`src/hdl/him_pkg.sv`:
```
// package for the hit interval merge block: hit record type and sizes
// no dependencies
`timescale 1ns / 1ps
package him_pkg;
   localparam int MaxHits = 64;
   localparam int IdxW = $clog2(MaxHits);
   localparam int CntW = $clog2(MaxHits + 1);

   typedef struct packed {
      logic [15:0]        seq_id;
      logic [31:0]        db_begin;
      logic [31:0]        db_finish;
      logic [31:0]        query_begin;
      logic [31:0]        query_finish;
      logic signed [31:0] hit_score;
      logic [15:0]        identity_code;
   } hit_type;

   typedef struct packed {
      hit_type hit;
      logic    is_last;
   } req_type;

   typedef struct packed {
      hit_type hit;
      logic    overflowed;
      logic    last_result;
   } rsp_type;

   // shift-chain control broadcast to every cell
   typedef struct packed {
      logic load;     // shift a new hit in at cell 0
      logic clear;    // drop all entries
      logic rotate;   // rotate chain by one toward the tail
   } chain_ctl_type;

   // a is better than b: higher score, or tie with higher identity
   function automatic logic hit_better(hit_type a, hit_type b);
      return (a.hit_score > b.hit_score) ||
             (a.hit_score == b.hit_score && a.identity_code > b.identity_code);
   endfunction

   function automatic logic hit_overlap(hit_type a, hit_type b);
      return !(a.db_finish < b.db_begin || b.db_finish < a.db_begin);
   endfunction
endpackage

```
`src/hdl/him_cell.sv`:
```
// one storage cell of the hit chain: holds a hit and hands it to the next cell
// depends on him_pkg
`timescale 1ns / 1ps
module him_cell import him_pkg::*; (
   input  logic          clock,
   input  logic          reset,
   input  chain_ctl_type ctl,
   input  hit_type       prev_hit,
   input  logic          prev_vld,
   output hit_type       hit,
   output logic          vld
);
   hit_type hit_ff;
   logic    vld_ff;

   always_ff @(posedge clock) begin
      if (reset || ctl.clear) begin
         vld_ff <= 1'b0;
      end else if (ctl.load || ctl.rotate) begin
         vld_ff <= prev_vld;
      end
      if (ctl.load || ctl.rotate) begin
         hit_ff <= prev_hit;
      end
   end

   assign hit = hit_ff;
   assign vld = vld_ff;
endmodule

```
`config.mk`:
```
export PLATFORM = sky130hd
export DESIGN_NAME = him_cell
export DESIGN_NICKNAME = d
export VERILOG_FILES = /design/src/hdl/him_pkg.sv /design/src/hdl/him_cell.sv
export SDC_FILE = /design/constraint.sdc
export NUM_CORES = 1
export LEC_CHECK = 0
export ABC_AREA = 1
export BUFFER_PORTS_ARGS = -buffer_cell sky130_fd_sc_hd__buf_2
export CAP_MARGIN = 15
export CORE_AREA = 4 4 151 153
export DETAILED_ROUTE_END_ITERATION = 10
export DIE_AREA = 0 0 155 157
export SLEW_MARGIN = 20
export SYNTH_ARGS = -nofsm -noshare
export SYNTH_HDL_FRONTEND = slang
export SYNTH_SLANG_ARGS = --single-unit
```
`constraint.sdc`:
```
create_clock -name clock -period 13.65 [get_ports clock]
set_input_delay 2.73 -clock clock [delete_from_list [all_inputs] [get_ports clock]]
set_output_delay 2.73 -clock clock [all_outputs]
set_load 0.005 [all_outputs]
```
==> results.cfg, run 1 <==
[final_layout]
final_common_cell = buf_2
final_cell_mix = 390 x buf_2, 192 x edfxtp_1, 17 x clkbuf_16
final_area_um2 = 8682
final_nets = 809
layout.cells.non_filler = 902
area_delta_synth_final_pct = 49.16
diodes = 0
post_route_cells_drive_above_1_share_pct = 68.17

[clocking]
cts_tree = yes
ctsHoldBuffers = 0
root_buffer = clkbuf_16
cts_max_level = 4
clk_latency_ns = 0.42
ctsResizeCount = 0
postCtsSetupBuffers = 0
numCtsBuffers = 17
path_clk_slew_ns = 0.07
cts_sinks = 193
cts_buffer_depth = 2

[floorplan]
die_x_um = 155
core_area_um2 = 21550
dieArea_um2 = 24340
start_util_pct = 27.01
ios = 391
fp-row-count = 54
die_y_um = 157

[synth]
ys_seq_elements = 193
seq_area_frac_synth_pct = 99.40
synth_top_area_share_pct = 99.05
synthesis.area_um2 = 5821
synth_top_area_cell = edfxtp_1
yosys_warnings = 0
synth_cell_types = 7
synth_cells = 201
synth.avg_cell_area_um2 = 28.96
synthesis.nets = 399
yosys-top-cells-area = edfxtp_1 99%, dfxtp_1 0.34%, nor2_2 0.21%

[sta]
fmax_mhz = 233.2
setup_viol = 0
tns_ns = 0
tightest_slew_ns = 0.9288
slew_headroom_pct = 38.08
fin_worst_skew_ns = 0
hold_ws_ns = 0.6049
hold_violations = 0
min_period_ns = 4.289
fin_crit_sh_pct = 31.42
rsz0062_at_grt = no
maxSlewViolCount = 0

[setup_path]
cp_max_fo = 119
end_kind = flop
start_kind = primary input
crit_type = in2reg
cp.arrival_ns = 4.33
cp.required_ns = 13.69

[flow_run]
max-cap-violations = 0

[route]
wire_per_inst_um = 16.98
dr.pass1.iters = 4
num_vias = 3486
drt_iter0_drc = 135
wl_um = 15320
drc_errors = 0
ant_nets = 0
vias_per_cell = 3.865

[power_and_ir_drop]
p_leak_uw = 0.003790
power_density_nw_per_um2 = 148.7
ir_worst_vdd_mv = 0.07249

[worst_hold_path]
min-delay-path-class = reg2reg

[global_routing]
grt_usage_pct = 11.78
grt_max_degree = 120
antenna_found_initial = 4
grt_pass1_vias = 3590
grt_overflow = 0
grt_pass1_wl_um = 21040

[placement]
post_dp_cell_area_um2 = 8138
gp_congestion = 0.7217
port-buffer-count = 390
dp_cells = 872

[run_status]
outcome = finished, final reports clean
-- layer usage --
metal | up-vias | track usage, % | part of all wire, %
met5 | - | 0 | 0.35
met4 | 8 | 4.878 | 1.7
met3 | 20 | 5.829 | 12
met2 | 220 | 19.88 | 51
met1 | 1609 | 12.67 | 35
li1 | 1629 | - | -
-- Yosys cell counts --
master,n
nand2_1,2
inv_1,1
clkinv_1,1
edfxtp_1,192
nor2_1,2
dfxtp_1,1
nor2_2,2
-- path summary, 6_finish.rpt --
kind	cells past startpoint	from	endpoint	slack, ns
setup / recovery	4	ctl[0]	hit[71]	9.36
hold / removal	4	vld	vld	0.60
setup reg to reg	4	vld	vld	12.89
hold reg to reg	4	vld	vld	0.60
-- logic make-up (layout without fill, tap and decap cells) --
family	count (synthesis)	count (layout)	synth area share (%)
flip-flops	193	193	99.40
AND/OR/NAND/NOR	6	6	0.4730
buffers and inverters	2	423	0.1289
-- sequential cells by signal, summed over array words and instances (netlist names) --
signal,count
hit,192
vld,1
-- area by class of cell --
class	instances	area, um^2
fillers	2026	12870
multi-input cells	6	27.53
inverters	2	15.01
repair buffers	391	1959
clock buffers	17	425.4
flip-flops and latches	193	5786
well taps	280	350.3
clock inverters	13	118.9
-- critical path, stage by stage --
cell,delay [ns]
buf_2,0.08
nor2_2,0.07
inv_8,0.52
buf_4,0.85
-- per-stage QoR --
stage / setup slack, ns / total power (uW) / utilization [%]
after global placement: 8.909 / 841.3 / 37.76
final: 9.361 / 1291 / 40.28
after detailed placement: 8.860 / 844.1 / 37.76
after CTS: 9.328 / 1316 / 40.28
after floorplan: 6.659 / 758.0 / -
after global routing: 9.216 / 1354 / 40.28
-- where the power goes --
group | switching [uW] | internal [uW]
logic | 50.3 | 53.1
clock network | 225 | 239
registers | 12.3 | 711
total | 288 | 1000
Note: power is estimated with default switching activity, not from simulation.
==> run 2: changes to the inputs <==
--- a/config.mk
+++ b/config.mk
@@ -8,9 +8,9 @@
 export ABC_AREA = 1
 export BUFFER_PORTS_ARGS = -buffer_cell sky130_fd_sc_hd__buf_2
 export CAP_MARGIN = 15
-export CORE_AREA = 4 4 151 153
+export CORE_AREA = 4 4 148 150
 export DETAILED_ROUTE_END_ITERATION = 10
-export DIE_AREA = 0 0 155 157
+export DIE_AREA = 0 0 152 154
 export SLEW_MARGIN = 20
 export SYNTH_ARGS = -nofsm -noshare
 export SYNTH_HDL_FRONTEND = slang
==> constraint.sdc (replaced) <==
create_clock -name clock -period 4.08 [get_ports clock]
set_input_delay 0.816 -clock clock [delete_from_list [all_inputs] [get_ports clock]]
set_output_delay 0.816 -clock clock [all_outputs]
set_load 0.005 [all_outputs]
==> run 2 against run 1 <==
Against the previous run: wire length fell by 1.3%; non-clock buffer count rose by 1; via count rose by 2.9%; final area rose by 0.37%; sequential share of layout area fell by 0.25 points; sequential cell count did not move; final cell count fell by 0.33%; die area fell by 3.8%; register-to-register slack got worse by 9.5 ns; clock power rose to 3.3 times the previous value; count of clock-buffer cells in the layout did not move.
==> results.cfg, run 2 (synthesized netlist as in run 1, its figures left out) <==
[run_status]
outcome = finished, final reports clean

[sta]
setup_ws_ns = 2.299
hold_violations = 0
fin_worst_skew_ns = 0
slew_headroom_pct = 64.70
min_period_ns = 1.781
tightest_slew_ns = 0.5294
setup_viol = 0
hold_ws_ns = 0.5434
fin_crit_sh_pct = 43.65
rsz0062_at_grt = no
maxSlewViolCount = 0
fmax_mhz = 561.5
tns_ns = 0

[setup_path]
crit_family = flip-flops
max_stage_delay_ns = 0.41
start_kind = flop
crit_type = reg2out
slowest_stage = edfxtp_1
path_buf_inv = 1
cp.arrival_ns = 0.96
end_kind = primary output
crit_chain = buf_2
cp_max_fo = 1
cp.required_ns = 3.26

[clocking]
numCtsBuffers = 17
cts_max_level = 4
ctsResizeCount = 0
postCtsSetupBuffers = 0
cts_buffer_depth = 2
clk_latency_ns = 0.41
ctsHoldBuffers = 0
cts_sinks = 193
root_buffer = clkbuf_16
path_clk_slew_ns = 0.07
cts_tree = yes

[final_layout]
largest_reg_flops = 192
diodes = 0
fin_util_pct = 42.12
layout.cells.non_filler = 899
post_route_cells_drive_above_1_share_pct = 68.11
final_common_cell = buf_2
area_delta_synth_final_pct = 49.72
final_nets = 810
final_cell_mix = 390 x buf_2, 192 x edfxtp_1, 17 x clkbuf_16

[floorplan]
ios = 391
die_x_um = 152
dieArea_um2 = 23410
start_util_pct = 28.13
die_y_um = 154
fp-row-count = 53
core_area_um2 = 20690

[global_routing]
grt_max_degree = 98
grt_pass1_vias = 4062
grt_usage_pct = 12.45
grt_overflow = 0
grt_pass1_wl_um = 22510
antenna_found_initial = 3

[power_and_ir_drop]
power_density_nw_per_um2 = 495.9
ir_worst_vdd_mv = 0.2440
p_leak_uw = 0.003800

[route]
drt_iter0_drc = 150
vias_per_cell = 3.990
wire_per_inst_um = 16.81
drc_errors = 0
wl_um = 15110
dr.pass1.iters = 4
ant_nets = 0
num_vias = 3587

[placement]
dp_slack_ns = 2.136
port-buffer-count = 390
gp_congestion = 0.8598
dp_cells = 868
dp_hpwl_um = 11990

[flow_run]
max-cap-violations = 0

[worst_hold_path]
min-delay-path-class = reg2reg
[run 2: metal layers]
metal	global-route usage, %	up-vias	part of all wire (%)
met5	0	-	0.31
met1	12.82	1707	35
met2	22.14	219	53
met4	4.495	6	1.7
li1	-	1631	-
met3	5.910	24	9.9
[run 2: final timing paths]
check | start | to | depth (start not counted) | slack (ns)
worst min-delay path | vld | vld | 4 | 0.54
worst min register to register | vld | vld | 4 | 0.54
worst max-delay path | hit[163] | hit[163] | 1 | 2.30
worst max register to register | vld | vld | 4 | 3.44
[run 2: through the flow]
step | cell area, um^2 | total power [uW]
5_1_grt | 8715 | 4516
3_5_place_dp | 8165 | 2830
2_1_floorplan | 5829 | 2531
6_report | 8715 | 4322
4_1_cts | 8715 | 4389
3_3_place_gp | 8165 | 2818
[run 2: worst min-delay path, cell delays in order (launching register included)]
cell and delay, ns:
dfxtp_1 0.31, clkinv_1 0.05, nand2_1 0.05, nand2_1 0.07, nor2_2 0.03
[run 2: area by class of cell]
type,instances,area [um^2]
clock buffer,17,425.4
inverter,2,11.26
tap,275,344.1
clock inverter,14,123.9
sequential,193,5786
timing repair buffer,392,1992
multi-input combinational,6,32.53
fill,1953,11980
[run 2: report_power, final]
group          switching [uW]  internal (uW)
registers                43.4           2380
logic                     170            181
clock network             748            801
==> run 3: changes to the inputs <==
--- a/config.mk
+++ b/config.mk
@@ -8,9 +8,9 @@
 export ABC_AREA = 1
 export BUFFER_PORTS_ARGS = -buffer_cell sky130_fd_sc_hd__buf_2
 export CAP_MARGIN = 15
-export CORE_AREA = 4 4 148 150
+export CORE_AREA = 4 4 151 153
 export DETAILED_ROUTE_END_ITERATION = 10
-export DIE_AREA = 0 0 152 154
+export DIE_AREA = 0 0 155 157
 export SLEW_MARGIN = 20
 export SYNTH_ARGS = -nofsm -noshare
 export SYNTH_HDL_FRONTEND = slang
==> constraint.sdc (replaced) <==
create_clock -name clock -period 1.48 [get_ports clock]
set_input_delay 0.296 -clock clock [delete_from_list [all_inputs] [get_ports clock]]
set_output_delay 0.296 -clock clock [all_outputs]
set_load 0.005 [all_outputs]
==> run 3 against run 2 <==
Against the previous run: via count fell by 0.75%; first-iteration DRC count fell by 8.0%; sequential cell count did not move; final cell count rose by 2.1%; power rose to 2.8 times the previous value; sequential share of layout area fell by 1.1 points; final area rose by 1.7%; critical path type unchanged; non-clock buffer count rose by 10; sequential power rose to 2.8 times the previous value; worst hold slack got worse by 0.50 ns; utilization fell by 1.0 points; critical path depth did not move.
==> results.cfg, run 3 (synthesized netlist as in run 1, its figures left out) <==
[clocking]
postCtsSetupBuffers = 0
numCtsBuffers = 17
ctsHoldBuffers = 0
cts_buffer_depth = 2
path_clk_slew_ns = 0.08
root_buffer = clkbuf_16
cts_tree = yes
cts_max_level = 4
cts_sinks = 193
clk_latency_ns = 0.42
ctsResizeCount = 0

[final_layout]
final_area_um2 = 8862
largest_reg_flops = 192
register_area_um2 = 5786
fin_util_pct = 41.12
fillCellCount = 1994
area_delta_synth_final_pct = 52.26
final_nets = 820
final_cell_mix = 390 x buf_2, 192 x edfxtp_1, 17 x clkbuf_16
layout.cells.non_filler = 918
multi_input_area_um2 = 32.53
post_route_cells_drive_above_1_share_pct = 68.50
final_common_cell = buf_2

[route]
num_vias = 3560
dr.pass1.iters = 3
vias_per_cell = 3.878
drt_iter0_drc = 138
ant_nets = 0
wire_per_inst_um = 16.73
wl_um = 15360
drc_errors = 0

[setup_path]
cp.required_ns = 1.18
cp_max_fo = 1
reg2reg_depth = 4
max_stage_delay_ns = 0.41
reg2reg_to = vld
slowest_stage = edfxtp_1
crit_type = reg2out
cp-startpoint = hit[19]
end_kind = primary output
crit_chain = buf_2
crit_family = flip-flops
r2r_slack_ns = 0.84
cp.arrival_ns = 0.97
path_buf_inv = 1
reg2reg_from = vld
start_kind = flop

[global_routing]
grt_pass1_wl_um = 21470
grt_usage_pct = 11.98
grt_pass1_vias = 3675
grt_overflow = 0
grt_max_degree = 50
antenna_found_initial = 7

[sta]
fin_crit_sh_pct = 85.39
setup_ws_ns = 0.2163
min_period_ns = 1.264
fin_worst_skew_ns = 0
hold_violations = 0
maxSlewViolCount = 0
tightest_slew_ns = 0.5484
slew_headroom_pct = 63.44
setup_viol = 0
rsz0062_at_grt = no
fmax_mhz = 791.3
hold_ws_ns = 0.04035

[floorplan]
die_y_um = 157
start_util_pct = 27.01
core_area_um2 = 21550
dieArea_um2 = 24340
fp-row-count = 54
die_x_um = 155
ios = 391

[power_and_ir_drop]
ir_worst_vdd_mv = 0.7883
p_leak_uw = 0.003877
power_density_nw_per_um2 = 1360

[worst_hold_path]
hold_start = prev_hit[148]
whs_endpoint = hit[148]
min-delay-path-class = in2reg
whs_path_depth = 1

[placement]
dp_cells = 883
post_dp_cell_area_um2 = 8284
gp_congestion = 0.7319
dp_slack_ns = -0.02767
dp_hpwl_um = 12360
port-buffer-count = 390

[flow_run]
max-cap-violations = 0

[run_status]
outcome = finished, final reports clean
-- run 3: cell type report --
cell class                      instances  share of cell area (%)
Multi-Input combinational cell          6                  0.3671
Clock inverter                         14                   1.595
Antenna cell                            3                 0.08471
Sequential cell                       193                   65.28
Tap cell                              280                   3.953
Timing Repair Buffer                  402                   23.75
Inverter                                2                  0.1271
Clock buffer                           18                   4.843
-- run 3: where the power goes --
group | switching, uW | internal (uW) | leakage [uW] | total [uW]
Sequential | 111 | 6550 | 0.00196 | 6660
Clock | 2130 | 2260 | 0.000282 | 4390
Combinational | 471 | 526 | 0.00163 | 998
-- run 3: metrics by stage --
step	TNS (ns)	power (uW)
floorplan	-420.08	6979
global placement	-0.3016	7800
detailed placement	-1.061	7827
CTS	0	12260
global route	0	12620
finish	0	12050
-- run 3: how the worst max path moves through the flow --
stage	to	slack, ns	cells after the start
4_1_cts	hit[96]	0.18	1
5_1_grt	hit[135]	0.16	1
2_1_floorplan	hit[0]	-2.19	2
3_5_place_dp	hit[40]	-0.03	4
6_report	hit[19]	0.22	1
3_3_place_gp	hit[184]	-0.01	4
-- run 3: metal layers --
metal,GRT usage [%],vias to the layer above,part of all wire [%]
li1,-,1661,-
met1,12.74,1653,35
met2,20.92,217,51
met3,6.186,19,12
met4,3.448,10,0.93
met5,0,-,0.49
